<file path="config.mk">
export PLATFORM = sky130hd
export DESIGN_NAME = record_sort_by_amount
export DESIGN_NICKNAME = d
export VERILOG_FILES = /design/src/rsba_pkg.sv /design/src/record_sort_by_amount.sv
export SDC_FILE = /design/constraint.sdc
export NUM_CORES = 2
export LEC_CHECK = 0
export ABC_CLOCK_PERIOD_IN_PS = 16500
export BUFFER_PORTS_ARGS = -buffer_cell sky130_fd_sc_hd__buf_2
export CORE_MARGIN = 2
export CORE_UTILIZATION = 50
export DETAILED_ROUTE_END_ITERATION = 8
export HOLD_SLACK_MARGIN = 0.12
export PLACE_DENSITY = 0.65
export SLEW_MARGIN = 20
export SYNTH_ARGS = -nofsm -noshare
export SYNTH_HDL_FRONTEND = slang
export SYNTH_SLANG_ARGS = --single-unit
</file>
<file path="constraint.sdc">
create_clock -name i_clk -period 16.5 [get_ports i_clk]
set_input_delay 1.65 -clock i_clk [delete_from_list [all_inputs] [get_ports i_clk]]
set_output_delay 1.65 -clock i_clk [all_outputs]
set_load 0.01 [all_outputs]
</file>
<file path="src/rsba_pkg.sv">
package rsba_pkg;

    localparam int MAX_RECORDS_DEF = 64;
    localparam int AMT_W = 25;
    localparam int TAG_W = 10;
    localparam int CNT_W = 8;
    localparam int PRICE_W = 16;
    localparam int MODE_W = 2;
    localparam int CFG_IDX_W = 2;

    localparam logic [PRICE_W-1:0] ADULT_PRICE_RST = 16'd40000;
    localparam logic [PRICE_W-1:0] CHILD_PRICE_RST = 16'd20000;

    localparam logic [CFG_IDX_W-1:0] CFG_ADULT_PRICE = 2'd0;
    localparam logic [CFG_IDX_W-1:0] CFG_CHILD_PRICE = 2'd1;
    localparam logic [CFG_IDX_W-1:0] CFG_SORT_MODE   = 2'd2;

    localparam logic [MODE_W-1:0] MODE_EXCHANGE  = 2'd0;
    localparam logic [MODE_W-1:0] MODE_BUBBLE    = 2'd1;
    localparam logic [MODE_W-1:0] MODE_INSERTION = 2'd2;
    localparam logic [MODE_W-1:0] MODE_ARRIVAL   = 2'd3;

    typedef enum logic [3:0] {
        ST_LOAD,
        ST_MUL_A,
        ST_MUL_C,
        ST_WRITE,
        ST_SORT_INIT,
        ST_RD,
        ST_RD_WAIT,
        ST_CMP,
        ST_WR_B,
        ST_INS_MOVE,
        ST_EMIT_RD,
        ST_EMIT_WAIT,
        ST_EMIT
    } t_state;

endpackage

</file>
<file path="src/record_sort_by_amount.sv">
// Record sorter: each input word carries an adult and a child ticket count and a tag.
// The amount (adult_count * adult_price + child_count * child_price) is formed with one
// shared 16x8 multiplier, adult product first and child product second, and stored with
// the tag; a word steps through the states load, adult multiply, child multiply and write.
// On the word with final_record set, the stored records are sorted by ascending amount in
// place, through one memory with one compare unit, with the algorithm picked by sort_mode
// (0 exchange, 1 bubble, 2 insertion, 3 leaves arrival order), then emitted in order with
// tlast on the last one. A compare reads its two operands, compares them and writes back;
// each record is emitted after a memory read and a read wait. Records past MAX_RECORDS
// are dropped. The input is not ready while a set is sorted or emitted.
module record_sort_by_amount
    import rsba_pkg::*;
#(
    parameter int MAX_RECORDS = MAX_RECORDS_DEF
) (
    input  logic                 i_clk,
    input  logic                 i_rst_n,
    input  logic                 s_axis_tvalid,
    output logic                 s_axis_tready,
    // adult_count[7:0], child_count[15:8], record_tag[25:16], zero fill [31:26]
    input  logic [31:0]          s_axis_tdata,
    input  logic                 s_axis_tlast,   // final_record
    output logic                 m_axis_tvalid,
    input  logic                 m_axis_tready,
    // out_tag[9:0], amount[34:10], zero fill [39:35]
    output logic [39:0]          m_axis_tdata,
    output logic                 m_axis_tlast,   // end_of_run
    input  logic                 i_cfg_we,
    input  logic [CFG_IDX_W-1:0] i_cfg_idx,
    input  logic [PRICE_W-1:0]   i_cfg_data
);

    localparam int AW = (MAX_RECORDS > 1) ? $clog2(MAX_RECORDS) : 1;
    localparam int NW = $clog2(MAX_RECORDS + 1);
    localparam int EW = AMT_W + TAG_W;
    localparam logic [NW-1:0] N_MAX = NW'(MAX_RECORDS);

    logic [PRICE_W-1:0] r_adult_price, r_child_price;
    logic [MODE_W-1:0]  r_mode;

    t_state r_state, n_state;
    logic [NW-1:0] r_cnt, n_cnt;
    logic [NW-1:0] r_i, n_i, r_j, n_j;
    logic          r_fin, n_fin;
    logic [CNT_W-1:0] r_child, n_child;
    logic [CNT_W-1:0] r_adult, n_adult;
    logic [TAG_W-1:0] r_tag, n_tag;
    logic [AMT_W-1:0] r_acc, n_acc;
    logic [AMT_W-1:0] r_prod;
    logic [EW-1:0] r_a, n_a, r_b, n_b;
    logic          r_ovalid, n_ovalid;
    logic          r_olast, n_olast;
    logic [EW-1:0] r_odata, n_odata;

    // One shared multiplier; operands picked by state.
    logic [PRICE_W-1:0] mul_p;
    logic [CNT_W-1:0]   mul_c;
    assign mul_p = (r_state == ST_MUL_A) ? r_adult_price : r_child_price;
    assign mul_c = (r_state == ST_MUL_A) ? r_adult : r_child;

    always_ff @(posedge i_clk) begin
        r_prod <= AMT_W'(mul_p * mul_c);
    end

    // Record store: amount in the upper bits, tag in the lower.
    logic [EW-1:0] mem [MAX_RECORDS];
    logic          mem_we;
    logic [AW-1:0] mem_wa, mem_ra;
    logic [EW-1:0] mem_wd, r_rd;

    always_ff @(posedge i_clk) begin
        if (mem_we) begin
            mem[mem_wa] <= mem_wd;
        end
        r_rd <= mem[mem_ra];
    end

    always_ff @(posedge i_clk) begin
        if (!i_rst_n) begin
            r_adult_price <= ADULT_PRICE_RST;
            r_child_price <= CHILD_PRICE_RST;
            r_mode        <= MODE_EXCHANGE;
        end else if (i_cfg_we) begin
            case (i_cfg_idx)
                CFG_ADULT_PRICE: r_adult_price <= i_cfg_data;
                CFG_CHILD_PRICE: r_child_price <= i_cfg_data;
                CFG_SORT_MODE:   r_mode        <= i_cfg_data[MODE_W-1:0];
                default: ;
            endcase
        end
    end

    always_ff @(posedge i_clk) begin
        if (!i_rst_n) begin
            r_state  <= ST_LOAD;
            r_cnt    <= '0;
            r_ovalid <= 1'b0;
        end else begin
            r_state  <= n_state;
            r_cnt    <= n_cnt;
            r_ovalid <= n_ovalid;
        end
        r_i     <= n_i;
        r_j     <= n_j;
        r_fin   <= n_fin;
        r_adult <= n_adult;
        r_child <= n_child;
        r_tag   <= n_tag;
        r_acc   <= n_acc;
        r_a     <= n_a;
        r_b     <= n_b;
        r_olast <= n_olast;
        r_odata <= n_odata;
    end

    logic [AMT_W-1:0] amt_a, amt_b;
    assign amt_a = r_a[EW-1:TAG_W];
    assign amt_b = r_rd[EW-1:TAG_W];

    assign s_axis_tready = (r_state == ST_LOAD);
    assign m_axis_tvalid = r_ovalid;
    assign m_axis_tlast  = r_olast;
    assign m_axis_tdata  = {5'd0, r_odata[EW-1:TAG_W], r_odata[TAG_W-1:0]};

    always_comb begin
        n_state  = r_state;
        n_cnt    = r_cnt;
        n_i      = r_i;
        n_j      = r_j;
        n_fin    = r_fin;
        n_adult  = r_adult;
        n_child  = r_child;
        n_tag    = r_tag;
        n_acc    = r_acc;
        n_a      = r_a;
        n_b      = r_b;
        n_ovalid = r_ovalid;
        n_olast  = r_olast;
        n_odata  = r_odata;
        mem_we   = 1'b0;
        mem_wa   = r_j[AW-1:0];
        mem_wd   = r_a;
        mem_ra   = r_j[AW-1:0];

        if (r_ovalid && m_axis_tready) begin
            n_ovalid = 1'b0;
        end

        case (r_state)
            ST_LOAD: begin
                if (s_axis_tvalid) begin
                    n_adult = s_axis_tdata[7:0];
                    n_child = s_axis_tdata[15:8];
                    n_tag   = s_axis_tdata[25:16];
                    n_fin   = s_axis_tlast;
                    n_state = ST_MUL_A;
                end
            end
            ST_MUL_A: n_state = ST_MUL_C;
            ST_MUL_C: begin
                n_acc   = r_prod;
                n_state = ST_WRITE;
            end
            ST_WRITE: begin
                if (r_cnt < N_MAX) begin
                    mem_we = 1'b1;
                    mem_wa = r_cnt[AW-1:0];
                    mem_wd = {AMT_W'(r_acc + r_prod), r_tag};
                    n_cnt  = r_cnt + 1'b1;
                end
                n_state = r_fin ? ST_SORT_INIT : ST_LOAD;
            end
            ST_SORT_INIT: begin
                // Exchange: i=0,j=1. Bubble: i=0,j=0. Insertion: i=1.
                n_i = (r_mode == MODE_INSERTION) ? NW'(1) : '0;
                n_j = (r_mode == MODE_EXCHANGE) ? NW'(1) : '0;
                if (r_cnt < NW'(2) || r_mode == MODE_ARRIVAL) begin
                    n_i = '0;
                    n_state = ST_EMIT_RD;
                end else begin
                    n_state = ST_RD;
                end
            end
            ST_RD: begin
                // Exchange reads a[i] then a[j]; bubble a[j] then a[j+1];
                // insertion loads the key a[i], then scans a[pos-1] with j = pos.
                case (r_mode)
                    MODE_EXCHANGE: mem_ra = r_i[AW-1:0];
                    MODE_BUBBLE:   mem_ra = r_j[AW-1:0];
                    default:       mem_ra = r_i[AW-1:0];
                endcase
                n_state = ST_RD_WAIT;
            end
            ST_RD_WAIT: begin
                n_a = r_rd;
                case (r_mode)
                    MODE_EXCHANGE: mem_ra = r_j[AW-1:0];
                    MODE_BUBBLE:   mem_ra = AW'(r_j + 1'b1);
                    default:       mem_ra = AW'(r_i - 1'b1);
                endcase
                if (r_mode == MODE_INSERTION) begin
                    n_j = r_i;  // j holds pos
                end
                n_state = ST_CMP;
            end
            ST_CMP: begin
                // r_a is a[i], a[j] or the key; r_rd is the other operand.
                n_state = ST_RD;
                if (r_mode == MODE_INSERTION) begin
                    if (amt_b > amt_a) begin
                        mem_we  = 1'b1;
                        mem_wa  = r_j[AW-1:0];
                        mem_wd  = r_rd;
                        n_j     = r_j - 1'b1;
                        n_state = ST_INS_MOVE;
                    end else begin
                        mem_we = 1'b1;
                        mem_wa = r_j[AW-1:0];
                        mem_wd = r_a;
                        n_i    = r_i + 1'b1;
                        if (r_i + 1'b1 >= r_cnt) begin
                            n_i = '0;
                            n_state = ST_EMIT_RD;
                        end
                    end
                end else begin
                    if (amt_a > amt_b) begin
                        mem_we  = 1'b1;
                        mem_wa  = (r_mode == MODE_EXCHANGE) ? r_i[AW-1:0] : r_j[AW-1:0];
                        mem_wd  = r_rd;
                        n_b     = r_a;
                        n_state = ST_WR_B;
                    end else begin
                        n_state = ST_WR_B;
                        n_b     = r_rd;
                    end
                end
            end
            ST_WR_B: begin
                // Second half of a swap (rewrites the same value when none).
                mem_we = 1'b1;
                mem_wa = (r_mode == MODE_EXCHANGE) ? r_j[AW-1:0] : AW'(r_j + 1'b1);
                mem_wd = r_b;
                n_state = ST_RD;
                if (r_mode == MODE_EXCHANGE) begin
                    if (r_j + 1'b1 < r_cnt) begin
                        n_j = r_j + 1'b1;
                    end else if (r_i + NW'(2) < r_cnt) begin
                        n_i = r_i + 1'b1;
                        n_j = r_i + NW'(2);
                    end else begin
                        n_i = '0;
                        n_state = ST_EMIT_RD;
                    end
                end else begin
                    if (r_j + NW'(2) < r_cnt - r_i) begin
                        n_j = r_j + 1'b1;
                    end else if (r_i + NW'(2) < r_cnt) begin
                        n_i = r_i + 1'b1;
                        n_j = '0;
                    end else begin
                        n_i = '0;
                        n_state = ST_EMIT_RD;
                    end
                end
            end
            ST_INS_MOVE: begin
                // j is the new pos; key stays in r_a.
                mem_ra = AW'(r_j - 1'b1);
                if (r_j == '0) begin
                    mem_we = 1'b1;
                    mem_wa = '0;
                    mem_wd = r_a;
                    n_i    = r_i + 1'b1;
                    n_state = ST_RD;
                    if (r_i + 1'b1 >= r_cnt) begin
                        n_i = '0;
                        n_state = ST_EMIT_RD;
                    end
                end else begin
                    n_state = ST_CMP;
                end
            end
            ST_EMIT_RD: begin
                mem_ra  = r_i[AW-1:0];
                n_state = ST_EMIT_WAIT;
            end
            ST_EMIT_WAIT: begin
                // Keep the read address on the entry being emitted.
                mem_ra  = r_i[AW-1:0];
                n_state = ST_EMIT;
            end
            ST_EMIT: begin
                mem_ra = r_i[AW-1:0];
                if (!r_ovalid || m_axis_tready) begin
                    n_ovalid = 1'b1;
                    n_odata  = r_rd;
                    n_olast  = (r_i + 1'b1 == r_cnt);
                    n_i      = r_i + 1'b1;
                    if (r_i + 1'b1 == r_cnt) begin
                        n_cnt   = '0;
                        n_state = ST_LOAD;
                    end else begin
                        n_state = ST_EMIT_RD;
                    end
                end
            end
            default: n_state = ST_LOAD;
        endcase
    end

    ap_cnt_bound: assert property (@(posedge i_clk) disable iff (!i_rst_n)
        r_cnt <= N_MAX) else $error("record count beyond capacity");
    ap_busy_not_ready: assert property (@(posedge i_clk) disable iff (!i_rst_n)
        (r_state == ST_EMIT || r_state == ST_CMP) |-> !s_axis_tready)
        else $error("ready while sorting");
    ap_last_clears: assert property (@(posedge i_clk) disable iff (!i_rst_n)
        (r_state == ST_EMIT && n_state == ST_LOAD) |=> r_cnt == '0)
        else $error("count not cleared after run");
    ap_hold: assert property (@(posedge i_clk) disable iff (!i_rst_n)
        (m_axis_tvalid && !m_axis_tready) |=> $stable(m_axis_tdata))
        else $error("output word changed while stalled");

endmodule

</file>
==> metrics.log <==
INFO  metric timing.final.crit_period = 7.43 ns
INFO  metric drt_first_iter_violations = 8615
INFO  metric die_area = 0.213 mm2
INFO  metric timing.setup.critical_path_class = flip-flop to flip-flop
INFO  metric cts.path.max_buffers = 3
INFO  metric internal_power = ~11000 uW
INFO  metric r2r_end = r_prod[21]
INFO  metric min_from = r_prod[10]
INFO  metric largest_net_degree_at_the_start_of_global_routing = 136
INFO  metric dp_worst_setup_slack = roughly 9.1 ns
INFO  metric floorplan.initialDensity = between 50% and 60%
INFO  metric outcome = finished, final reports clean
INFO  metric cts-buffers-inserted = 237
INFO  metric ios = slightly below 100
INFO  metric final.hold.worst_slack = 0.430 ns
INFO  metric fin_setup_tns = 0 ns
INFO  metric numPlacedInstances = 9600
INFO  metric yosysSeqAreaShare = between 70% and 80%
INFO  metric cts_resized = 0
INFO  metric grt_antenna_before_repair = 11
INFO  metric worst_slew_margin_rel = 22.4%
INFO  metric drc = 0
INFO  metric detail_route.wirelength = between 200 and 300 mm
INFO  metric overall_fraction_of_global_route_tracks_in_use = 27.8%
INFO  metric critPathTopFamily = adder cells
INFO  metric via_per_inst = 6.31
INFO  metric cp-end-kind = flip-flop
INFO  metric clkPwrFrac = 38.6%
INFO  metric clkLatencyLatePin = roughly 0.9 ns
INFO  metric max_clock_freq = 134 MHz
INFO  metric postSynthRegisterBits = ~2500
INFO  metric holdPathStages = 0
INFO  metric critPathBufInv = 4
INFO  metric area_growth_syn_to_layout = 11.8%
INFO  metric final-setup-viol-count = 0
INFO  metric rsz0062_at_grt = no
INFO  metric max_stage_delay = a little under 1 ns
INFO  metric yosys_warnings = 0
INFO  metric grt_remaining_overflow = 0
INFO  metric synth_area_per_cell = 15.1 um2
INFO  metric finalWeightedCongestion = 0.897
INFO  metric instances_no_fill = 10055
INFO  metric hpwlAfterDp = 166 mm
INFO  metric synth_top_cells_by_area = sky130_fd_sc_hd__edfxtp_1 (69%), sky130_fd_sc_hd__mux2i_1 (7.8%), sky130_fd_sc_hd__nand2_1 (2.9%)
INFO  metric average_routed_wire_per_standard_cell = approximately 30 um
INFO  metric coreArea = 0.207 mm2
INFO  metric fin_ws = approximately 9 ns
INFO  metric clk_pin_slew_worst_paths = roughly 0.070 ns
INFO  metric number_of_maximum_capacitance_constraint_violations = 0
INFO  metric pwr_density_cell = 120 mW/mm2
INFO  metric comb_power_share = 10.6%
INFO  metric yosysTopAreaCellShare = 69.3%
INFO  metric worstMarginPinSlew = 1.15 ns
INFO  metric final.period_utilization = 45.1%
INFO  metric timing.critical_path.cells = nand2_1 > nor3_2 > buf_4 > mux2i_2 > or2_2 > fa_1 > fa_1 > inv_1 > fa_1 > inv_1 > fa_1 > inv_1 > ha_1 > a21boi_0 > o21ai_0 > a2111oi_0 > nor3_1 > o31ai_1 > a21oi_1 > xnor2_1
INFO  metric worstPathRequired = between 15 and 20 ns
INFO  metric cts_hold_buf = 0
INFO  metric antenna_violating_nets_post_route = 0
INFO  metric layout.nets = 7329
INFO  metric worst_r2r_startpoint = r_state[0]
INFO  metric number_of_pins_with_negative_max_slew_slack_in_the_final_report = 0
INFO  metric ys_types = 89
INFO  metric tritoncts = yes
INFO  metric drt_pre_antenna_iters = 9
INFO  metric num_rows = 167
INFO  metric cts_max_level = 4
INFO  metric postCtsSetupRepairBufs = 0
INFO  metric min_to = r_acc[10]
INFO  metric first_global_vias = 61007
INFO  metric critical_path.startpoint_type = flip-flop
INFO  metric syn_inst = 6923
INFO  metric clkSinkCount = about 2500
INFO  metric numPortBuffers = just under 90
INFO  metric die_width = between 400 and 500 um
INFO  metric timing.hold.worst.class = flip-flop to flip-flop
INFO  metric clock_skew = 0.0826 ns
INFO  metric placed_area = between 0.1 and 0.15 mm2
INFO  metric dieHeight = 461 um
INFO  metric worst_ep_arrival_time = 8.15 ns
INFO  metric worst_r2r_path_depth = 20
INFO  metric critPathMaxFanout = 24
INFO  metric vdd.ir_drop.worst = 0.120 mV
INFO  metric crit_slowest_cell = sky130_fd_sc_hd__mux2i_2
INFO  metric async_reset_ff_share = 0%
INFO  metric synth_top_area_cell = sky130_fd_sc_hd__edfxtp_1
INFO  metric seqPwrFrac = 50.9%
INFO  metric finalHoldViolCount = 0
INFO  metric setup.reg_to_reg.worst_slack = 9.07 ns
INFO  metric synth_area = roughly 0.10 mm2
INFO  metric clk_root_buffer_cell = sky130_fd_sc_hd__clkbuf_16
INFO  metric power.leakage = 0.0407 uW
INFO  metric postSynth.topFlopCell = sky130_fd_sc_hd__edfxtp_1
INFO  metric switching_share = 24.0%
INFO  metric fraction_of_layout_instances_using_a_drive_strength_above_1 = 11.3%
INFO  metric grt_pass1_wl = about 430 mm
INFO  metric number_of_enable_flip_flop_cells_after_synthesis = 2411
INFO  metric fin_area = 0.117 mm2
INFO  metric num_vias = 63471
INFO  metric cell_repeated_most_along_the_worst_path = sky130_fd_sc_hd__fa_1
INFO  metric switching_power = roughly 3400 uW
[flip-flops by register name (all words and copies together) (netlist names), 7 cells and up]
register,flops
r_cnt,7
r_child_price,16
r_acc,24
r_adult_price,16
r_j,7
r_child,8
r_i,7
r_tag,10
r_rd,35
mem,2240
r_b,35
r_odata,35
r_a,35
r_adult,8
r_prod,24
[metal layers]
layer	vias to the layer above	global-route usage (%)	wire (um)
li1	27033	-	-
met1	32413	39.6	120000
met2	3423	42.9	136000
met3	594	4.60	30100
met4	8	11.0	12600
met5	-	0	59
[cell type report]
cell class	count	area (um2)
clock buffers	311	6340
diodes	5	12.5
clock inverters	139	1380
inverters	177	664
multi-input cells	3846	28600
repair buffers	273	1930
well taps	2788	3490
fillers	16079	90600
flip-flops and latches	2516	74500
[synthesized netlist by cell type, types with 24 or more instances]
library cell                number
sky130_fd_sc_hd__a21boi_0       30
sky130_fd_sc_hd__a21o_1         24
sky130_fd_sc_hd__a21oi_1       190
sky130_fd_sc_hd__a22o_1         24
sky130_fd_sc_hd__a22oi_1        42
sky130_fd_sc_hd__a31oi_1        39
sky130_fd_sc_hd__a32o_1         54
sky130_fd_sc_hd__a32oi_1        96
sky130_fd_sc_hd__and3_1         34
sky130_fd_sc_hd__buf_1          40
sky130_fd_sc_hd__buf_2         150
sky130_fd_sc_hd__buf_4          24
sky130_fd_sc_hd__clkbuf_1      171
sky130_fd_sc_hd__dfxtp_1       105
sky130_fd_sc_hd__edfxtp_1     2411
sky130_fd_sc_hd__fa_1           86
sky130_fd_sc_hd__ha_1          136
sky130_fd_sc_hd__inv_1         176
sky130_fd_sc_hd__mux2i_1       811
sky130_fd_sc_hd__nand2_1       818
sky130_fd_sc_hd__nand3_1        82
sky130_fd_sc_hd__nand4_1        54
sky130_fd_sc_hd__nor2_1        253
sky130_fd_sc_hd__nor3_1         73
sky130_fd_sc_hd__o2111ai_1      32
sky130_fd_sc_hd__o21ai_0       191
sky130_fd_sc_hd__o21bai_1       26
sky130_fd_sc_hd__o22ai_1       299
sky130_fd_sc_hd__or2_2          29
sky130_fd_sc_hd__xnor2_1        50
sky130_fd_sc_hd__xor2_1         28
[layout by cell type, fill, tap and decap left out, types with 26 or more instances in the layout]
cell and count:
sky130_fd_sc_hd__buf_4 178, sky130_fd_sc_hd__nor3_1 53, sky130_fd_sc_hd__buf_2 87, sky130_fd_sc_hd__ha_1 136, sky130_fd_sc_hd__a31oi_1 39, sky130_fd_sc_hd__clkinv_2 44, sky130_fd_sc_hd__fa_1 86, sky130_fd_sc_hd__xnor2_1 50
sky130_fd_sc_hd__nand4_1 54, sky130_fd_sc_hd__and3_1 33, sky130_fd_sc_hd__clkinv_1 50, sky130_fd_sc_hd__xor2_1 28, sky130_fd_sc_hd__a21oi_1 188, sky130_fd_sc_hd__o21ai_0 179, sky130_fd_sc_hd__dfxtp_1 105, sky130_fd_sc_hd__o2111ai_1 32
sky130_fd_sc_hd__clkbuf_1 63, sky130_fd_sc_hd__clkbuf_16 239, sky130_fd_sc_hd__a32oi_1 96, sky130_fd_sc_hd__nor2_4 61, sky130_fd_sc_hd__nand2_1 802, sky130_fd_sc_hd__a22oi_1 42, sky130_fd_sc_hd__nand3_1 80, sky130_fd_sc_hd__mux2i_1 805
sky130_fd_sc_hd__nor2_1 194, sky130_fd_sc_hd__o21bai_1 26, sky130_fd_sc_hd__edfxtp_1 2411, sky130_fd_sc_hd__or2_2 29, sky130_fd_sc_hd__a32o_1 54, sky130_fd_sc_hd__o22ai_1 299, sky130_fd_sc_hd__inv_1 175, sky130_fd_sc_hd__a21boi_0 30
[kinds of logic after synthesis]
family | count (synthesis) | synth area share, %
DFF | 2516 | 71.3
other | 1 | 0.00359
AOI/OAI and AO/OA | 1256 | 8.32
adders and majority gates | 222 | 3.27
muxes | 835 | 8.11
buffers and inverters | 565 | 2.32
xor gates and xnor gates | 78 | 0.654
and+or+nand+nor | 1450 | 6.05
[power groups by stage]
stage | Sequential [uW] | Combinational, uW | Clock (uW)
2_1_floorplan | 7220 | 1020 | 0
3_3_place_gp | 7240 | 1440 | 0
3_5_place_dp | 7240 | 1450 | 0
4_1_cts | 7110 | 1480 | 5450
5_1_grt | 7110 | 1650 | 5680
6_report | 7110 | 1480 | 5390
[worst max-delay path by stage]
stage,from,end,slack [ns],depth (start not counted)
floorplan,r_state[0],r_prod[21],9.72,23
global placement,r_state[0],r_prod[21],9.14,20
detailed placement,r_state[0],r_prod[21],9.13,20
CTS,r_state[0],r_prod[21],9.12,20
global route,r_state[0],r_prod[21],8.57,20
finish,r_state[0],r_prod[21],9.07,20
[per-stage QoR]
stage          utilization, %  total power [uW]
2_1_floorplan               -              8250
3_3_place_gp             52.6              8680
3_5_place_dp             52.6              8690
4_1_cts                  56.3             14000
5_1_grt                  56.3             14400
6_report                 56.3             14000
(Power assumes the default switching activity.)
